===== config.mk =====
export PLATFORM = sky130hd
export DESIGN_NAME = pmhb_ram
export DESIGN_NICKNAME = d
export VERILOG_FILES = /design/src/hw/rtl/pmhb_ram.sv
export SDC_FILE = /design/constraint.sdc
export NUM_CORES = 2
export LEC_CHECK = 0
export BUFFER_PORTS_ARGS = -buffer_cell sky130_fd_sc_hd__clkbuf_2
export CORE_ASPECT_RATIO = 2
export CORE_MARGIN = 3
export CORE_UTILIZATION = 55
export DETAILED_ROUTE_END_ITERATION = 12
export GPL_ROUTABILITY_DRIVEN = 0
export PLACE_DENSITY_LB_ADDON = 0.25
export SLEW_MARGIN = 20
export SYNTH_ARGS = -nofsm -noshare
export SYNTH_HDL_FRONTEND = slang
export SYNTH_SLANG_ARGS = --single-unit

===== constraint.sdc =====
create_clock -name clk -period 7.3 [get_ports clk]
set_clock_uncertainty 0.1 [all_clocks]
set_input_delay 1.095 -clock clk [delete_from_list [all_inputs] [get_ports clk]]
set_output_delay 1.095 -clock clk [all_outputs]
set_load 0.03 [all_outputs]

===== src/hw/rtl/pmhb_ram.sv =====
// generic single-write, single-read ram with registered read data
// no dependencies
`default_nettype none
module pmhb_ram #(
  parameter int WIDTH = 8,
  parameter int DEPTH = 256
) (
  input  wire logic                     clk,
  input  wire logic                     we,
  input  wire logic [$clog2(DEPTH)-1:0] waddr,
  input  wire logic [WIDTH-1:0]         wdata,
  input  wire logic                     re,
  input  wire logic [$clog2(DEPTH)-1:0] raddr,
  output logic      [WIDTH-1:0]         rdata
);
  logic [WIDTH-1:0] mem [DEPTH];

  always_ff @(posedge clk) begin
    if (we) begin
      mem[waddr] <= wdata;
    end
    if (re) begin
      rdata <= mem[raddr];
    end
  end
endmodule
`default_nettype wire


* Word level (Yosys, flattened, before mapping)
Memory sizes are Yosys's and may differ from the RTL's. A register that Yosys moved wholly into a read port is not among the register bits.
Cells that the tools add are included.
** Word-level totals
- Register bits after elaboration :: 0
- Memory bits (writable) :: 2048
- Logic and storage cells :: 3
- Output and inout bits :: 8
- Input port bits :: 27
- ROM bits :: 0
- Memories :: 1
- Latch bits :: 0
** Operators by class
- Add/subtract/negate cells :: 0
- Multiply operators :: 0
- Mux-type cells :: 2
- Equal/unequal tests :: 0
- Shift-type cells :: 0
- Bitwise logic cells :: 0
- Divide/modulo/power cells :: 0
- $lt $le $gt $ge :: 0
- Reductions and logical operators :: 0
** Memories
- mem :: words 256, bits a word 8, rd ports 1, clocked after memory_dff 1, write ports 1, RTL line 16 : logic [WIDTH-1:0] mem [DEPTH];
** Operator list (count)
- 2-to-1 mux 1 bit :: 2

* Depth between registers and ports, before layout
- Depth after elaboration :: 2
- Gate-level depth with buffers :: 11
- Gate-level depth less buffers :: 6

* Worst setup path after synthesis
Ideal clock, no wire load.
- Path type :: input port to flip-flop
- Start point :: in raddr[0]
- End point :: reg rdata[2], read port of mem (data pin)
- Arrival time :: 2.902 ns
- Required time :: 6.931 ns
- Path buffers :: 4
- Cell stages on the path :: 9
- Setup time :: 0.269 ns
- Slack :: 4.029 ns
- Cell sequence :: buf_6 -> buf_12 -> buf_8 -> buf_2 -> mux4_2 -> a22oi_1 -> a21oi_1 -> nor4_1 -> nor4_2
** RTL lines
- from (decl) :: RTL line 13 : input wire logic [$clog2(DEPTH)-1:0] raddr,
- to (decl) :: RTL line 14 : output logic [WIDTH-1:0] rdata

==> flow_metrics.tcl <==
set metrics [dict create \
    r2r_cells 6 \
    dieWidth_um 275 \
    final_area_sq_mm 0.0869 \
    wl_per_cell_um 33.7 \
    cts-root-buf "clkbuf_16" \
    hold_start "wdata[7]" \
    drt.antenna.violating_nets 0 \
    clock_sinks 2056 \
    worst_ir_drop_vdd_uv 215 \
    cts_hold_buf 0 \
    critical_path_class "input pin to flop" \
    yosysUniqueCellTypes 54 \
    synth_area_sq_mm 0.0796 \
    worstHoldPathType "input pin to flop" \
    tritoncts "built" \
    synth_area_leaders "edfxtp_1, mux4_2, mux2i_1" \
    setup-violations-final 0 \
    tightest_slew_ns 1.22 \
    design.core.area_sq_mm 0.143 \
    grt_max_degree 213 \
    reg2reg_slack_ns 4.25 \
    die_h_um 544 \
    numPortBuffers 34 \
    grt_usage_pct 26.7 \
    yosysSeqAreaShare_pct 77.5 \
    grt_pass1_wl_um 283000 \
    power_density_mw_per_mm2 263 \
    area_delta_synth_final_pct 9.12 \
    holdWs_ns 0.664 \
    period_share_pct 58.1 \
    cts_made_buffers 173 \
    worst_r2r_startpoint "mem[83][3]" \
    final_util_pct 60.7 \
    worstPathArrival_ns 4.68 \
    syn_area_per_cell_sq_um 21.3 \
    yosysTopAreaCell "edfxtp_1" \
    dieArea_sq_mm 0.150 \
    rsz0062_at_grt "false" \
    holdPathStages 1 \
    hpwlAfterDp_um 123000 \
    cts_max_level 4 \
    cts_resized 0 \
    dpl-instance-area_sq_mm 0.0817 \
    vias 38000 \
    drt-initial-drc-count 3867 \
    holdPathEnd "mem[65][7]" \
    layout-drive-gt1-share_pct 21.1 \
    clk_pin_slew_ns 0.07 \
    nets 3815 \
    clockBufferDepth 4 \
    path_max_fanout 66 \
    rows 196 \
    finalHoldViolCount 0 \
    io_pins 35 \
    worstPathRequired_ns 7.74 \
    timing.fmax_mhz 236 \
    setup_tns_ns 0 \
    cts_setup_buffers 0 \
    drc 0 \
    grt_pass1_vias 39300 \
    synth_warnings 0 \
    crit_path_start_kind "input pin" \
    start_util_pct 55.6 \
    viasPerCell 6.56 \
    drv_slew 0 \
    leakage_nw 26.5 \
    ys_ff_latch 2056 \
    clkLatencyLatePin_ns 0.81 \
    antenna_found_initial 7 \
    grt_overflow_total 0 \
    critPathCaptureType "flop" \
    yosysTopAreaCellShare_pct 77.5 \
    netlist_instances 3733 \
    status "finished, final reports clean" \
    relSlewSlack_pct 17.9 \
    period_needed_ns 4.24 \
    max_cap_violations 0 \
    routed_wl_um 195000 \
    synth_nets 3760 \
    timing.rr.end "rdata[3]" \
    dr.pass1.iters 6 \
]
-- final cells by class --
| cell class | count | area, sq um |
|---|---|---|
| flip-flops and latches | 2056 | 61700 |
| fillers | 10000 | 56300 |
| multi-input cells | 1442 | 16500 |
| clock buffers | 207 | 4500 |
| well taps | 1881 | 2350 |
| repair buffers | 113 | 1130 |
| clock inverters | 84 | 633 |
| diodes | 4 | 10.0 |
| inverters | 2 | 7.51 |
-- layer usage --
| layer | vias up | global-route usage [%] | wire length [um] |
|---|---|---|---|
| li1 | 15700 | - | - |
| met1 | 20100 | 31.7 | 65300 |
| met2 | 1644 | 47.3 | 105000 |
| met3 | 451 | 3.43 | 12600 |
| met4 | 6 | 14.1 | 12400 |
| met5 | - | 0 | 32 |
-- how the worst max path moves through the flow --
| stage | from | to | cells after the start |
|---|---|---|---|
| 6_report | raddr[0] | rdata[6] | 7 |
| 5_1_grt | raddr[0] | rdata[0] | 9 |
| 4_1_cts | raddr[0] | rdata[0] | 9 |
| 3_5_place_dp | raddr[0] | rdata[0] | 9 |
| 3_3_place_gp | raddr[2] | rdata[5] | 9 |
| 2_1_floorplan | raddr[0] | rdata[2] | 9 |
-- cells in the final DEF (no fill, tap or decap), types with 13 or more instances in the layout --
cell type | netlist | routed
clkbuf_1 | 111 | 32
o22ai_1 | 28 | 28
a221oi_1 | 13 | 13
edfxtp_1 | 2056 | 2056
buf_12 | 8 | 20
clkinv_1 | 1 | 31
a22oi_1 | 133 | 133
a21oi_1 | 96 | 96
clkbuf_16 | 0 | 175
nand3_1 | 34 | 34
a211oi_1 | 16 | 16
mux4_2 | 454 | 454
nand2_1 | 33 | 32
mux2i_1 | 134 | 134
clkbuf_2 | 0 | 22
nor3_1 | 22 | 19
o221ai_1 | 46 | 46
nor2_1 | 282 | 279
nor4_1 | 24 | 20
clkinv_2 | 0 | 38
nor2b_1 | 31 | 28
buf_4 | 27 | 60
-- report_power, final --
group | internal, mW | switching, mW
Sequential | 13.0 | 0.0128
Clock | 4.67 | 3.98
Combinational | 0.383 | 0.773
-- synthesized netlist by cell type (all sizes together) --
library cell  instances
nand3                34
nand4                10
o32ai                 5
edfxtp             2056
and3                  1
a221oi               14
inv                   1
a2111oi               5
a31oi                 2
clkinv                1
o211ai               10
a21oi                96
nor2                282
nand3b                2
nand2                33
o311ai                1
and2                  6
a22oi               133
mux2i               134
nor4                 27
o22ai                28
o221ai               47
nor4b                 1
a21boi                1
and3b                 2
mux2                  1
a22o                  8
o21ai                12
nand2b                8
a311oi                2
mux4                456
or2b                  1
o22a                  5
buf                 122
or3b                  1
clkbuf              111
or2                   4
nor3b                 1
nor3                 22
a211oi               16
nor2b                31
-- cells by family (layout without fill, tap and decap cells) --
kind of cell | count (synthesis) | count (layout) | share of synthesized area (%)
muxes | 591 | 591 | 14.6
buffers and inverters | 235 | 406 | 1.83
other | 0 | 4 | 0
DFF | 2056 | 2056 | 77.5
and+or+nand+nor | 466 | 466 | 2.63
AOI/OAI and AO/OA | 385 | 385 | 3.42
-- worst max-delay path: stages --
cell and delay, ns:
buf_8 0.64, buf_4 0.47, mux4_2 0.66, a211oi_1 1.04
a21oi_1 0.22, a22oi_1 0.39, nor4_2 0.06
-- registers in the layout, indices dropped and copies added, names as in the netlist --
register / cells
mem: 2048
rdata: 8
-- per-stage QoR --
step | instances | setup WS [ns] | total power [mW]
2_1_floorplan | 3733 | 4.03 | 13.9
3_3_place_gp | 5492 | 1.98 | 14.4
3_5_place_dp | 5493 | 2.27 | 14.4
4_1_cts | 5784 | 3.12 | 23.0
5_1_grt | 5786 | 3.02 | 23.4
6_report | 5789 | 3.06 | 22.8
No activity file was read; power rests on OpenSTA's default activity.
